<file path="src/rtl/core/tdsq_pkg.sv">
// Shared types and constants of the tail-drop server queue.
package tdsq_pkg;

    // Fixed field widths of the stream and configuration ports.
    localparam int ARRIVAL_W  = 48;
    localparam int DURATION_W = 32;
    localparam int FINISH_W   = 48;
    localparam int LIMIT_W    = 7;
    localparam int IN_TDATA_W = ARRIVAL_W + DURATION_W;

    // Queue limit after reset.
    localparam logic [LIMIT_W-1:0] LIMIT_RESET = 7'd1;

    // Sequencer states.
    typedef enum logic [1:0] {
        ST_IDLE,
        ST_RETIRE,
        ST_DECIDE
    } t_state;

    // Strobes from the sequencer to the datapath.
    typedef struct packed {
        logic in_ready;
        logic retire;
        logic decide;
    } t_ctrl;

    // Strobes shared by every cell of the chain.
    typedef struct packed {
        logic retire;
        logic shift;
        logic clear;
    } t_cell_ctl;

endpackage

</file>
<file path="src/rtl/core/tdsq_cell.sv">
// One cell of the finish-time chain: a stored time and its occupancy flag.
module tdsq_cell #(
    parameter int TIME_WIDTH = 48
) (
    input  logic                  i_clk,
    input  logic                  i_rst_n,
    input  tdsq_pkg::t_cell_ctl   i_ctl,
    input  logic [TIME_WIDTH-1:0] i_arrival,
    input  logic [TIME_WIDTH-1:0] i_prev_time,
    input  logic                  i_prev_occ,
    output logic [TIME_WIDTH-1:0] o_time,
    output logic                  o_occ
);

    logic [TIME_WIDTH-1:0] r_time;
    logic [TIME_WIDTH-1:0] n_time;
    logic                  r_occ;
    logic                  n_occ;

    // A job retires once its finish time is at or before the arrival.
    // On an append the whole chain moves one cell toward the old end.
    always_comb begin
        n_time = r_time;
        n_occ  = r_occ;
        if (i_ctl.retire) begin
            n_occ = r_occ & (r_time > i_arrival);
        end
        if (i_ctl.shift) begin
            n_time = i_prev_time;
            n_occ  = i_prev_occ;
        end
        if (i_ctl.clear) begin
            n_occ = 1'b0;
        end
    end

    // The occupancy flag is control state; the time needs no reset.
    always_ff @(posedge i_clk) begin
        if (!i_rst_n) begin
            r_occ <= 1'b0;
        end else begin
            r_occ <= n_occ;
        end
    end

    always_ff @(posedge i_clk) begin
        r_time <= n_time;
    end

    assign o_time = r_time;
    assign o_occ  = r_occ;

endmodule

</file>
<file path="config.mk">
export PLATFORM = sky130hd
export DESIGN_NAME = tdsq_cell
export DESIGN_NICKNAME = d
export VERILOG_FILES = /design/src/rtl/core/tdsq_pkg.sv /design/src/rtl/core/tdsq_cell.sv
export SDC_FILE = /design/constraint.sdc
export NUM_CORES = 1
export LEC_CHECK = 0
export ABC_AREA = 1
export BUFFER_PORTS_ARGS = -buffer_cell sky130_fd_sc_hd__buf_4
export CAP_MARGIN = 40
export CORE_ASPECT_RATIO = 0.5
export CORE_MARGIN = 1
export CORE_UTILIZATION = 45
export CTS_CLUSTER_DIAMETER = 150
export DETAILED_ROUTE_END_ITERATION = 7
export PLACE_DENSITY = 0.8
export SLEW_MARGIN = 20
export SYNTH_ARGS = -nofsm -noshare
export SYNTH_HDL_FRONTEND = slang
export SYNTH_SLANG_ARGS = --single-unit
export TNS_END_PERCENT = 5
</file>
<file path="constraint.sdc">
create_clock -name i_clk -period 1.8 [get_ports i_clk]
set_clock_uncertainty 0.2 [all_clocks]
set_input_delay 0 -clock i_clk [delete_from_list [all_inputs] [get_ports i_clk]]
set_output_delay 0 -clock i_clk [all_outputs]
set_load 0.005 [all_outputs]
</file>
==> out/qor.yml, run 1 <==
cap_violations: 0
endpoint_kind: "register"
vdd_drop_max_mv: 0.548
antenna_cells: 0
outcome: "complete, but fails checks"
ff_latch_area_mm2: 0.00146
setup_viol: 1
synthesis.area_mm2: 0.00284
synth_seq_cells: 49
critPathKind: "reg2reg"
cts_max_level: 2
num_rows: 20
synth_nets: 428
grt_usage: 0.270
clock-sinks: 49
multi_input_area_mm2: 0.00124
crit_start: "o_time[37]"
cp.arrival_ps: 1990
routabilityCongestion: 0.795
die-area_mm2: 0.00665
critPathCapture: "o_occ"
tritoncts: "yes"
synth_top_area_frac: 0.507
ys_async_sr_fraction: 0
vias_per_cell: 4.83
report.final.slew_viol_count: 0
rsz0062_at_grt: "yes"
hold_violations: 0
die_x_um: 114
start_util: 0.467
p_leak_uw: 0.00251
holdWs_ps: 226
reg2regPathDepth: 9
place_ws_ps: -72.1
place_hpwl_um: 5740
setup_ws_ps: -168
path_max_fanout: 3
cts_buffers: 5
post-route-drc-count: 0
p_per_area_mw_per_mm2: 646
drtAntennaViolNets: 0
fin_crit_ps: 1970
grt_pass1_vias: 3073
clk_latency_ps: 290
synthTopCellsByArea: "edfxtp_1 51%, ha_1 21%, inv_1 8.2%"
ys.flop_type: "edfxtp_1"
reg2reg_slack_ps: -170
synthCells: 278
rr_endpoint: "o_occ"
grt_max_degree: 32
violations: "negative setup slack"
synth-seq-area-share: 0.515
synth.distinct_cells: 21
antenna_found_initial: 0
wl_per_cell_um: 15.9
cts_buffer_depth: 2
root_buffer: "clkbuf_16"
die_h_um: 58.2
io_pins: 151
coreArea_mm2: 0.00608
critPathLaunchType: "register"
drt_first_pass_iters: 5
io_buffers: 150
drtIter0Drc: 116
hp-class: "in2reg"
synth_area_leader_cell: "edfxtp_1"
grt_pass1_wl_um: 13700
routed_wirelength_um: 9380
fin_tns_setup_ps: -168
nets: 650
worst_pin_slew_ps: 415
path_clk_slew_ps: 70
timing.final.crit_share: 1.09
avgSynthCellArea_um2: 10.2
overflow: 0
power_uw: 3190
ys_warn_count: 0
synth-edff-count: 48
fillCellCount: 313
required_ps: 1820
slew_headroom: 0.723
vias: 2843
syn2layout_area_growth_pct: 74.1
r2r_start: "o_time[37]"
drive_above_1_share: 0.393
fmax_mhz: 508
worst min path at each step:
stage	to	start	cells past startpoint
6_report	o_time[30]	i_prev_time[30]	2
5_1_grt	o_time[45]	i_prev_time[45]	2
4_1_cts	o_time[17]	i_prev_time[17]	2
3_5_place_dp	o_time[7]	i_prev_time[7]	1
3_3_place_gp	o_time[33]	i_prev_time[33]	1
2_1_floorplan	o_time[0]	i_prev_time[0]	0
stage by stage:
stage | util | std cells | instance area (µm²)
after floorplan | - | 278 | 2840
after global placement | 0.677 | 521 | 4110
after detailed placement | 0.677 | 521 | 4110
after CTS | 0.796 | 585 | 4840
after global routing | 0.813 | 589 | 4940
final | 0.813 | 589 | 4940
placed cells by master, fill, tap and decap left out, types with 3 or more instances in the layout:
cell,Yosys,layout
edfxtp_1,48,48
inv_1,62,61
nor2_2,3,3
nand2_1,59,51
nor2_1,11,10
ha_4,0,4
inv_2,3,4
nand3_1,6,4
ha_1,48,44
a21oi_1,21,21
dlygate4sd3_1,0,53
o21ai_0,3,3
clkbuf_16,0,5
nand2_2,1,9
buf_4,0,162
logic make-up (layout without fill, tap and decap cells):
kind of cell,Yosys count,count (layout),share of synthesized area
flops,49,49,0.515
simple gates,87,87,0.132
buf+inv,65,288,0.0859
compound gates,29,29,0.0559
fa+ha+maj,48,48,0.211
routing by layer:
layer	global-route usage	wire length, µm	vias up
li1	-	-	1359
met1	0.284	3490	1337
met2	0.546	5180	116
met3	0.0429	431	31
met4	0.108	283	0
met5	0	0	-
critical path, cell delays in order (launching register included):
cell      delay, ps
edfxtp_1        440
ha_1            360
nand2_1          80
nor2_2          200
nand4_4         150
nor2_4          150
nand2_2          80
nand3_2          60
nand2_2          60
a21oi_2         130
synthesized netlist by cell type (2+ instances only):
cell type and n:
a21o_1 2, inv_2 3, o21a_1 2, nand2_1 59
o21ai_0 3, ha_1 48, inv_1 62, nor2_1 11
nand3_1 6, nor3_1 2, edfxtp_1 48, a21oi_1 21
nor2_2 3
state kept, by name (all words and copies together) (netlist names):
| register | count |
|---|---|
| o_time | 48 |
| o_occ | 1 |
layout make-up:
class,instances,area share
repair buffers,215,0.353
multi-input cells,164,0.251
clock buffers,6,0.0261
inverters,65,0.0494
well taps,88,0.0223
clock inverters,2,0.00202
flip-flops and latches,49,0.296
report_power, final:
| group | leakage [µW] | internal [µW] | switching, µW |
|---|---|---|---|
| clock network | 0.0000706 | 512 | 407 |
| registers | 0.000478 | 1360 | 61.1 |
| logic | 0.00197 | 489 | 367 |
timing repair:
item                                   4_1_cts  5_1_grt
setup buffers                                3        4
gates resized for setup                      4       16
hold buffers                                53        0
setup endpoints to repair                    1        1
pin swaps                                    3       10
endpoints found under the hold margin       75        0
(Power assumes the default switching activity.)
==> run 2: changes to the inputs <==
--- a/config.mk
+++ b/config.mk
@@ -10,10 +10,11 @@
 export CAP_MARGIN = 40
 export CORE_ASPECT_RATIO = 0.5
 export CORE_MARGIN = 1
-export CORE_UTILIZATION = 45
+export CORE_UTILIZATION = 47
+export CTS_BUF_LIST = sky130_fd_sc_hd__clkbuf_4
 export CTS_CLUSTER_DIAMETER = 150
 export DETAILED_ROUTE_END_ITERATION = 7
-export PLACE_DENSITY = 0.8
+export PLACE_DENSITY = 0.83
 export SLEW_MARGIN = 20
 export SYNTH_ARGS = -nofsm -noshare
 export SYNTH_HDL_FRONTEND = slang
==> run 2 against run 1 <==
The flow finishes with violations (design-rule violations, negative hold slack, negative setup slack). Final cell count fell by 2.7%. Maximum frequency fell by 3.2%. Sequential cell count did not move. Cell area fell by 2.7%. Clock power fell by 41%. Utilization rose by 3.7 points. Combinational power rose by 1%. Total power fell by 11%. Critical endpoint unchanged. Largest cell class unchanged. Largest power group unchanged.
==> out/qor.yml, run 2 (synthesis results as in run 1) <==
cp.arrival_ps: 2150  # +160 ps
cts_buffer_depth: 2  # unchanged
violations: "design-rule violations, negative hold slack, negative setup slack"
overflow: 0  # unchanged
clock-sinks: 49  # unchanged
endpoint_kind: "register"
syn2layout_area_growth_pct: 69.4
timing.final.crit_share: 1.13  # +0.0366
r2r_start: "o_time[27]"
io_buffers: 150  # unchanged
drtIter0Drc: 184  # +59%
routabilityCongestion: 0.771  # -3.0%
grt_use_met3: 0.0670  # +0.0241
post-route-drc-count: 8  # +8
worst_pin_slew_ps: 518  # +103 ps
largest_reg_flops: 48  # unchanged
min_from: "i_ctl[1]"
cap_violations: 0  # unchanged
nets: 648  # -0.31%
vdd_drop_max_mv: 0.503  # -8.2%
root_buffer: "clkbuf_4"
routed_wirelength_um: 9750  # +3.9%
clk_latency_ps: 380  # +90 ps
tritoncts: "yes"
vias: 2941  # +3.4%
grt.busiest_layer: "met2"
most-common-layout-cells: "160 x buf_4, 61 x inv_1, 54 x nand2_1"
report.final.slew_viol_count: 0  # unchanged
start_util: 0.502  # +0.0349
die_h_um: 57.0  # -2.1%
cts_max_level: 2  # unchanged
io_pins: 151  # unchanged
hold_violations: 37  # +37
critPathKind: "reg2reg"
outcome: "complete, but fails checks"
die_x_um: 112  # -2.1%
rsz0062_at_grt: "yes"
antenna_found_initial: 0  # unchanged
rr_endpoint: "o_occ"
drtAntennaViolNets: 0  # unchanged
place_ws_ps: -70.6  # +1.50 ps
vias_per_cell: 5.13  # +6.3%
grtUsageMet2: 0.571  # +0.0242
fin_crit_ps: 2030  # +65.9 ps
grt_util_met1: 0.296  # +0.0124
die-area_mm2: 0.00638  # -4.1%
stdcell_area_mm2: 0.00481  # -2.7%
cts_buffers: 5  # unchanged
coreArea_mm2: 0.00566  # -7.0%
holdWs_ps: -80.4  # -306 ps
holdPathEnd: "o_time[42]"
required_ps: 1920  # +100 ps
critPathLaunchType: "register"
setup_viol: 1  # unchanged
p_per_area_mw_per_mm2: 587  # -9.0%
reg2reg_slack_ps: -230  # -70 ps
setup_ws_ps: -233  # -65.9 ps
slew_headroom: 0.654  # -0.0688
path_max_fanout: 2  # -1
grt_max_degree: 42  # +31%
grt_pass1_wl_um: 14200  # +3.5%
hp-class: "in2reg"
min_path_cells: 1  # -1
path_clk_slew_ps: 140  # +70 ps
wl_per_cell_um: 17.0  # +6.8%
p_leak_uw: 0.00247  # -1.9%
place_hpwl_um: 5830  # +1.4%
fillCellCount: 260  # -17%
reg2regPathDepth: 11  # +2
placed_area_mm2: 0.00410  # -0.46%
drive_above_1_share: 0.387  # -0.00644
fmax_mhz: 492  # -3.2%
drt_first_pass_iters: 8  # +3
mostFrequentLayoutCell: "buf_4"
grt_usage: 0.293  # +0.0229
grt_pass1_vias: 3028  # -1.5%
num_rows: 19  # -5.0%
cts_hold_buf: 53  # unchanged
[run 2: cell types whose count changed in the layout (fill, tap and decap cells not counted), sizes merged]
cell / previous run / this run
buf: 162 / 160
clkinv: 2 / 1
diode: 0 / 1
clkbuf: 6 / 7
[run 2: routing by layer]
metal | wire length [µm] | part of all wire
met1 | 3510 | 0.36
met3 | 675 | 0.069
met4 | 445 | 0.046
met5 | 0 | 0
met2 | 5110 | 0.52
[run 2: report_power, final]
group / leakage, µW / switching [µW] / internal [µW]
combinational: 0.00195 / 381 / 486
clock: 0.0000338 / 363 / 181
sequential: 0.000478 / 60.6 / 1350
[run 2: how the worst max path moves through the flow]
stage                     from     to  slack [ps]  cells past startpoint
CTS                 o_time[46]  o_occ         -50                     12
detailed placement  o_time[46]  o_occ         -70                     12
floorplan           o_time[47]  o_occ          70                     12
global placement    o_time[47]  o_occ         -10                     12
global route        o_time[15]  o_occ        -330                     11
finish              o_time[27]  o_occ        -230                     11
[run 2: timing repair]
item	4_1_cts	5_1_grt
buffers inserted	1	4
endpoints found under the hold margin	86	37
endpoints found under the setup margin	1	1
pin swaps	2	8
resized for setup	2	17
[run 2: metrics by stage]
stage | util | instances | TNS (ps) | power [µW]
after floorplan | - | 278 | 0 | 1690
after global placement | 0.724 | 506 | -10.6 | 2070
after detailed placement | 0.724 | 506 | -70.6 | 2110
after CTS | 0.830 | 568 | -48.6 | 2720
after global routing | 0.850 | 572 | -326 | 2930
final | 0.850 | 573 | -233 | 2830
[run 2: final cells by class]
cell class	count	area, µm²	area share
clock inverters	1	3.75	0.000780
diodes	1	2.50	0.000520
clock buffers	7	52.6	0.0109
repair buffers	213	1730	0.360
inverters	65	244	0.0507
well taps	73	91.3	0.0190
multi-input cells	164	1220	0.254
flip-flops and latches	49	1460	0.304
[run 2: worst max-delay path, stage by stage, from the launching register on]
cell      delay [ps]
edfxtp_1         430
ha_1             350
nand2_2           70
inv_2             60
nand3_2           80
nor3_4           200
nand2_2          100
nor2_4           120
nand2_2           80
nand3_2           80
nand2_2           70
a21oi_2          130
