$ cat src/rtl/core/tdsq_pkg.sv
// Shared types and constants of the tail-drop server queue.
package tdsq_pkg;

    // Fixed field widths of the stream and configuration ports.
    localparam int ARRIVAL_W  = 48;
    localparam int DURATION_W = 32;
    localparam int FINISH_W   = 48;
    localparam int LIMIT_W    = 7;
    localparam int IN_TDATA_W = ARRIVAL_W + DURATION_W;

    // Queue limit after reset.
    localparam logic [LIMIT_W-1:0] LIMIT_RESET = 7'd1;

    // Sequencer states.
    typedef enum logic [1:0] {
        ST_IDLE,
        ST_RETIRE,
        ST_DECIDE
    } t_state;

    // Strobes from the sequencer to the datapath.
    typedef struct packed {
        logic in_ready;
        logic retire;
        logic decide;
    } t_ctrl;

    // Strobes shared by every cell of the chain.
    typedef struct packed {
        logic retire;
        logic shift;
        logic clear;
    } t_cell_ctl;

endpackage

$ cat src/rtl/core/tdsq_ctrl.sv
// Sequencer of the tail-drop server queue: retire cycle, then decide cycle.
module tdsq_ctrl (
    input  logic            i_clk,
    input  logic            i_rst_n,
    input  logic            i_in_valid,
    input  logic            i_out_free,
    output tdsq_pkg::t_ctrl o_ctrl
);

    tdsq_pkg::t_state r_state;
    tdsq_pkg::t_state n_state;
    logic             w_in_ready;
    logic             w_in_acc;

    // A new transaction is taken when idle or as the decide cycle finishes.
    assign w_in_ready = (r_state == tdsq_pkg::ST_IDLE) ||
                        ((r_state == tdsq_pkg::ST_DECIDE) && i_out_free);
    assign w_in_acc   = i_in_valid && w_in_ready;

    // Next-state logic.
    always_comb begin
        n_state = r_state;
        case (r_state)
            tdsq_pkg::ST_IDLE: begin
                if (w_in_acc) begin
                    n_state = tdsq_pkg::ST_RETIRE;
                end
            end
            tdsq_pkg::ST_RETIRE: begin
                n_state = tdsq_pkg::ST_DECIDE;
            end
            tdsq_pkg::ST_DECIDE: begin
                if (i_out_free) begin
                    n_state = w_in_acc ? tdsq_pkg::ST_RETIRE : tdsq_pkg::ST_IDLE;
                end
            end
            default: begin
                n_state = tdsq_pkg::ST_IDLE;
            end
        endcase
    end

    // Output strobes.
    always_comb begin
        o_ctrl.in_ready = w_in_ready;
        o_ctrl.retire   = 1'b0;
        o_ctrl.decide   = 1'b0;
        case (r_state)
            tdsq_pkg::ST_RETIRE: begin
                o_ctrl.retire = 1'b1;
            end
            tdsq_pkg::ST_DECIDE: begin
                o_ctrl.decide = i_out_free;
            end
            default: begin
                o_ctrl.retire = 1'b0;
            end
        endcase
    end

    always_ff @(posedge i_clk) begin
        if (!i_rst_n) begin
            r_state <= tdsq_pkg::ST_IDLE;
        end else begin
            r_state <= n_state;
        end
    end

endmodule

$ cat config.mk
export PLATFORM = sky130hd
export DESIGN_NAME = tdsq_ctrl
export DESIGN_NICKNAME = d
export VERILOG_FILES = /design/src/rtl/core/tdsq_pkg.sv /design/src/rtl/core/tdsq_ctrl.sv
export SDC_FILE = /design/constraint.sdc
export NUM_CORES = 1
export LEC_CHECK = 0
export ABC_AREA = 0
export CAP_MARGIN = 25
export CORE_AREA = 2 2 39 41
export DETAILED_ROUTE_END_ITERATION = 7
export DIE_AREA = 0 0 41 43
export DONT_BUFFER_PORTS = 1
export GPL_ROUTABILITY_DRIVEN = 0
export SYNTH_ARGS = -nofsm -noshare
export SYNTH_HDL_FRONTEND = slang
export SYNTH_SLANG_ARGS = --single-unit
export TNS_END_PERCENT = 30
$ cat constraint.sdc
create_clock -name i_clk -period 2.28 [get_ports i_clk]
set_clock_uncertainty 0.1 [all_clocks]
set_input_delay 0.228 -clock i_clk [delete_from_list [all_inputs] [get_ports i_clk]]
set_output_delay 0.228 -clock i_clk [all_outputs]
set_load 0.02 [all_outputs]
==> impl_summary.log, run 1 <==
[metrics] Detailed Routing Iterations Pass 1: 2
[metrics] layout-stage area growth over the synthesis result: 23.9%
[metrics] Flop pwr share: 0.311
[metrics] fill count: 165
[metrics] H-tree lvl count: 1
[metrics] final critical delay including setup and external delays: 1.34 ns
[metrics] violation count after the first detailed-route iteration: 2
[metrics] quantity of I/O buffers inserted on ports: 0
[metrics] count of endpoints failing setup in the final report: 0
[metrics] outcome: finished, final reports clean
[metrics] max reg flops: 2
[metrics] number of distinct standard cells referenced by the synthesized netlist: 9
[metrics] Clock Tree Buf Depth: 2
[metrics] Remaining DRCs: 0
[metrics] final max-slew violation count: 0
[metrics] Fin. Hold Viols: 0
[metrics] net switching fraction of the power: 0.225
[metrics] largest voltage drop on the vdd net: 0.0790 mV
[metrics] biggest regs: r_state: 2 flops
[metrics] clock tree from TritonCTS: done
[metrics] setup slack at placement: 1.16 ns
[metrics] DIE AREA: 1760 um2
[metrics] Crit path arrival time: 1.01 ns
[metrics] CP Class: reg -> out
[metrics] wire per inst: 7.60 um
[metrics] power per cell area: 902 nW/um2
[metrics] Ant. Diodes: 0
[metrics] TritonCTS Sinks: 2
[metrics] Die W: 41 um
[metrics] leading register cell type out of synthesis: sky130_fd_sc_hd__dfxtp_1
[metrics] share of the synthesized area in the top cell type: 0.348
[metrics] clock transition at the registers of the reported paths: 0.03 ns
[metrics] Net Sw Power: 29.0 uW
[metrics] antenna violations before repair: 0
[metrics] CTS-repair resized insts: 0
[metrics] Internal Power: 99.7 uW
[metrics] Post-CTS Repair Setup Buffers: 0
[metrics] Skew-Pair Late Insertion Delay: 0.22 ns
[metrics] mean instance size in the synthesized netlist: 8.85 um2
[metrics] sequential fraction of the synthesis area: 0.348
[metrics] Core Area: 1380 um2
[metrics] count of mapped cells out of synthesis: 13
[metrics] ratio of cells with drive above 1 in the final layout: 0.357
[metrics] detailed-placement wirelength estimate: 176 um
[metrics] fraction of the cycle the final worst path needs: 0.586
[metrics] Leak: 0.0000529 uW
[metrics] first-pass GRT wire length: 303 um
[metrics] Final WS setup: 0.944 ns
[metrics] relative contribution of the clock network to total power: 0.606
[metrics] number of violations of the max-capacitance limit: 0
[metrics] leading post-synthesis cells by cell area: sky130_fd_sc_hd__dfxtp_1, sky130_fd_sc_hd__buf_4, sky130_fd_sc_hd__nor2b_4
[metrics] RSZ-0062 raised after global routing: false
[metrics] data required time of the worst path: 1.95 ns
[metrics] synthesized cell area: 115 um2
[metrics] area leader, netlist: sky130_fd_sc_hd__dfxtp_1
[metrics] initial standard-cell utilization of the core: 0.0832
[metrics] crit-path max FO: 4
[metrics] Post-Synthesis Net Count: 17
[metrics] Reg with most FFs: r_state
[metrics] number of enable flip-flop cells after synthesis: 0
[metrics] part of the power in combinational logic: 0.084
[metrics] post-cts hold buffer count: 0
[metrics] final core utilization: 0.103
[metrics] Slew HR: 0.749
[metrics] Worst Max-Slew Pin Slew: 0.376 ns
[metrics] Seq cells post-synth: 2
[metrics] upper clock frequency limit: 0.749 GHz
[metrics] pin count of the biggest net entering global routing: 6
[metrics] gr usage total: 0.0400
[metrics] Site Rows: 14
[metrics] Remaining Overflow, GRT: 0
[metrics] clock root buffer: sky130_fd_sc_hd__clkbuf_4
[metrics] worst hold path type: in -> reg
[metrics] type of element capturing the critical path: output port
[metrics] synthesis warning total: 0
[metrics] floorplan die height: 43 um
[metrics] Post-synth top cells: sky130_fd_sc_hd__buf_4, sky130_fd_sc_hd__dfxtp_1, sky130_fd_sc_hd__nand2_1, sky130_fd_sc_hd__nor2_1
[metrics] via count of the first global-routing pass: 64
[metrics] via/cell ratio: 3.00
[metrics] overall via count from detail_route: 90
[metrics] number of clock buffers inserted by TritonCTS: 3
[metrics] Boundary Pins: 7
[metrics] proportion of synthesized flip-flops having asynchronous set or reset: 0
[metrics] final WL: 228 um
[metrics] post-route setup TNS: 0 ns
[metrics] Net count, final: 20
[metrics] startpoint class of the critical path: flop
[metrics] remaining antenna violation count: 0
## cell type report
class | instances | area (um2) | area share
flip-flops and latches | 2 | 40.0 | 0.281
clock buffers | 3 | 22.5 | 0.158
multi-input cells | 9 | 60.1 | 0.421
well taps | 16 | 20.0 | 0.140
## cell families (layout without fill, tap and decap cells)
| group | count (synthesis) | in the layout | share of synthesized area |
|---|---|---|---|
| simple gates | 8 | 8 | 0.457 |
| flops | 2 | 2 | 0.348 |
| buf+inv | 2 | 3 | 0.130 |
| compound gates | 1 | 1 | 0.0652 |
## worst max-delay path, cell delays in order, from the launching register on
cell and delay [ns]:
sky130_fd_sc_hd__dfxtp_1 0.33, sky130_fd_sc_hd__nor2b_1 0.16, sky130_fd_sc_hd__nor2_1 0.30
## path summary, 6_finish.rpt
| kind | from | end | slack [ns] | cells after the start |
|---|---|---|---|---|
| hold / removal | i_rst_n | r_state[1] | 0.03 | 1 |
| setup reg to reg | r_state[0] | r_state[1] | 1.33 | 2 |
| hold reg to reg | r_state[0] | r_state[0] | 0.41 | 1 |
| setup / recovery | r_state[1] | o_ctrl[2] | 0.94 | 2 |
## layout by cell type, fill, tap and decap left out
| cell type | instances |
|---|---|
| sky130_fd_sc_hd__clkbuf_4 | 3 |
| sky130_fd_sc_hd__nand2_1 | 2 |
| sky130_fd_sc_hd__nor2_1 | 2 |
| sky130_fd_sc_hd__dfxtp_1 | 2 |
| sky130_fd_sc_hd__nor2b_4 | 1 |
| sky130_fd_sc_hd__nor2b_1 | 1 |
| sky130_fd_sc_hd__nor3b_2 | 1 |
| sky130_fd_sc_hd__o21a_1 | 1 |
| sky130_fd_sc_hd__nor3_1 | 1 |
## through the flow
stage / total power [uW] / instance area, um2 / instances / hold slack (ns)
detailed placement: 51.7 / 120 / 27 / 0.250
finish: 129 / 143 / 30 / 0.0253
floorplan: 53.7 / 115 / 13 / 0.246
CTS: 134 / 143 / 30 / 0.0168
global route: 139 / 143 / 30 / 0.0168
global placement: 51.6 / 120 / 27 / 0.247
## power groups by stage
stage	sequential, uW	combinational (uW)	clock (uW)
2_1_floorplan	40.1	13.7	0
3_3_place_gp	40.5	11.1	0
3_5_place_dp	40.5	11.1	0
4_1_cts	40.1	11.1	83.0
5_1_grt	40.4	11.6	86.7
6_report	40.0	10.8	78.0
## layer usage
layer / share of wire / vias to the layer above / GRT usage
li1: - / 45 / -
met1: 0.33 / 39 / 0.0223
met2: 0.46 / 4 / 0.0281
met3: 0.18 / 2 / 0.0785
met4: 0.026 / 0 / 0.0600
met5: 0 / - / 0
Note: power is estimated with default switching activity, not from simulation.
==> inputs of run 2 (changes only) <==
==> constraint.sdc (replaced) <==
create_clock -name i_clk -period 1.3 [get_ports i_clk]
set_clock_uncertainty 0.1 [all_clocks]
set_input_delay 0.13 -clock i_clk [delete_from_list [all_inputs] [get_ports i_clk]]
set_output_delay 0.13 -clock i_clk [all_outputs]
set_load 0.02 [all_outputs]
==> run 2 against run 1 <==
Net effect: utilization increased by 1.6 points; non-clock buffer count increased by 2; largest power group unchanged; clock power increased by 72%; worst hold slack improved by 0.0089 ns; combinational power increased by 130%; sequential power increased by 76%; global-route usage increased by 0.10 points; total power increased by 78%; first-iteration DRC count increased by 50%; critical path type unchanged; highest routed layer is now met3.
==> impl_summary.log, run 2 (synthesized netlist as in run 1, its figures left out) <==
[metrics] met3 routed WL: 34 um (-15%)
[metrics] overall via count from detail_route: 92 (+2.2%)
[metrics] Slew HR: 0.747 (-0.00166)
[metrics] Detailed Routing Iterations Pass 1: 2 (unchanged)
[metrics] number of violations of the max-capacitance limit: 0 (unchanged)
[metrics] ratio of cells with drive above 1 in the final layout: 0.375 (+0.0179)
[metrics] worst hold path type: in -> reg
[metrics] final critical delay including setup and external delays: 1.21 ns
[metrics] Clock Tree Buf Depth: 2 (unchanged)
[metrics] antenna violations before repair: 0 (unchanged)
[metrics] H-tree lvl count: 1 (unchanged)
[metrics] number of clock buffers inserted by TritonCTS: 3 (unchanged)
[metrics] Remaining Overflow, GRT: 0 (unchanged)
[metrics] Reg with most FFs: r_state
[metrics] floorplan die height: 43 um (unchanged)
[metrics] clock tree from TritonCTS: done
[metrics] detailed-placement wirelength estimate: 188 um (+7.0%)
[metrics] initial standard-cell utilization of the core: 0.0832 (unchanged)
[metrics] RSZ-0062 raised after global routing: false
[metrics] Die W: 41 um (unchanged)
[metrics] layout-stage area growth over the synthesis result: 43.5%
[metrics] top library cells by usage in the layout, fill and taps aside: sky130_fd_sc_hd__clkbuf_4, sky130_fd_sc_hd__nand2_1, sky130_fd_sc_hd__dlygate4sd3_1, sky130_fd_sc_hd__dfxtp_1
[metrics] Worst Max-Slew Pin Slew: 0.378 ns (+0.00247 ns)
[metrics] first-pass GRT wire length: 338 um (+12%)
[metrics] max reg flops: 2 (unchanged)
[metrics] fill count: 162 (-1.8%)
[metrics] logic depth of the worst register-to-register path: 2 (unchanged)
[metrics] DIE AREA: 1760 um2 (unchanged)
[metrics] remaining antenna violation count: 0 (unchanged)
[metrics] data required time of the worst path: 1.07 ns (-0.88 ns)
[metrics] largest voltage drop on the vdd net: 0.190 mV (+140%)
[metrics] fraction of the cycle the final worst path needs: 0.932
[metrics] outcome: finished, final reports clean
[metrics] power per cell area: 1390 nW/um2 (+54%)
[metrics] Site Rows: 14 (unchanged)
[metrics] count of endpoints failing setup in the final report: 0 (unchanged)
[metrics] Crit path arrival time: 0.98 ns (-0.03 ns)
[metrics] Final WS setup: 0.0879 ns (-0.857 ns)
[metrics] uppermost metal layer occupied by signal nets: met3
[metrics] Boundary Pins: 7 (unchanged)
[metrics] violation count after the first detailed-route iteration: 3 (+1)
[metrics] net switching fraction of the power: 0.220 (-0.00599)
[metrics] via/cell ratio: 2.88 (-4.2%)
[metrics] M1 WL: 77 um (+2.7%)
[metrics] final max-slew violation count: 0 (unchanged)
[metrics] quantity of I/O buffers inserted on ports: 0 (unchanged)
[metrics] Net count, final: 22 (+10%)
[metrics] pin count of the biggest net entering global routing: 6 (unchanged)
[metrics] part of the power in combinational logic: 0.109 (+0.025)
[metrics] final WL: 240 um (+5.3%)
[metrics] most common library cell in the layout ignoring fill and taps: sky130_fd_sc_hd__clkbuf_4
[metrics] Flop pwr share: 0.308 (-0.003)
[metrics] Net Sw Power: 50.4 uW (+74%)
[metrics] Ant. Diodes: 0 (unchanged)
[metrics] Fin. Hold Viols: 0 (unchanged)
[metrics] Worst Hold Path Cells: 2 (+1)
[metrics] post-route setup TNS: 0 ns (unchanged)
[metrics] upper clock frequency limit: 0.825 GHz
[metrics] clock root buffer: sky130_fd_sc_hd__clkbuf_4
[metrics] Skew-Pair Late Insertion Delay: 0.22 ns (about the same)
[metrics] relative contribution of the clock network to total power: 0.583 (-0.023)
[metrics] biggest regs: r_state: 2 flops
[metrics] Core Area: 1380 um2 (unchanged)
[metrics] final worst hold slack: 0.0343 ns (+0.00895 ns)
[metrics] clock transition at the registers of the reported paths: 0.03 ns (about the same)
[metrics] reg-to-reg setup timing slack: 0.34 ns (-0.99 ns)
[metrics] final core utilization: 0.119 (+0.0163)
[metrics] Remaining DRCs: 0 (unchanged)
[metrics] crit-path max FO: 4 (unchanged)
[metrics] metal2 WL: 127 um (+21%)
[metrics] Internal Power: 179 uW (+80%)
[metrics] type of element capturing the critical path: output port
[metrics] setup slack at placement: 0.281 ns (-0.881 ns)
[metrics] TritonCTS Sinks: 2 (unchanged)
[metrics] via count of the first global-routing pass: 97 (+52%)
[metrics] gr usage total: 0.0410 (+0.00100)
[metrics] startpoint class of the critical path: flop
[metrics] wire per inst: 7.50 um (-1.3%)
[metrics] CP Class: reg -> out
[metrics] Leak: 0.0000619 uW (+17%)
==> run 2: layout make-up <==
type | instances | area (um2) | area share
Sequential cell | 2 | 40.0 | 0.242
Tap cell | 16 | 20.0 | 0.121
Multi-Input combinational cell | 9 | 62.6 | 0.379
Timing Repair Buffer | 2 | 20.0 | 0.121
Clock buffer | 3 | 22.5 | 0.136
==> run 2: final timing paths <==
| kind | startpoint | end |
|---|---|---|
| hold reg to reg | r_state[0] | r_state[0] |
| setup / recovery | r_state[1] | o_ctrl[0] |
| hold / removal | i_out_free | r_state[1] |
| setup reg to reg | r_state[0] | r_state[1] |
==> run 2: worst max-delay path, cell delays in order, from the launching register on <==
cell and delay (ns):
sky130_fd_sc_hd__dfxtp_1 0.39, sky130_fd_sc_hd__nand2_1 0.07, sky130_fd_sc_hd__nor2_1 0.31
==> run 2: layer usage <==
layer | vias up | track usage
met5 | - | 0
met4 | 0 | 0.0600
met3 | 0 | 0.0628
met2 | 4 | 0.0469
met1 | 40 | 0.0159
li1 | 48 | -
==> run 2: metrics by stage <==
stage | std cells | total power (uW) | instance area [um2]
after CTS | 32 | 242 | 163
after global placement | 27 | 90.4 | 120
after detailed placement | 27 | 91.1 | 120
after floorplan | 13 | 94.2 | 115
after global routing | 32 | 249 | 165
final | 32 | 229 | 165
==> run 2: repair_timing <==
action | 4_1_cts | 5_1_grt
setup endpoints to repair | 0 | 1
hold buffers | 2 | 0
endpoints found under the hold margin | 2 | 0
gates resized for setup | 0 | 1
setup buffers | 0 | 0
==> run 2: power groups by stage <==
stage / clock network, uW / registers, uW / logic (uW)
after global placement: 0 / 71.0 / 19.5
after floorplan: 0 / 70.3 / 24.0
after global routing: 150 / 71.2 / 27.4
after CTS: 147 / 70.4 / 25.2
after detailed placement: 0 / 71.1 / 20.0
final: 134 / 70.6 / 25.0
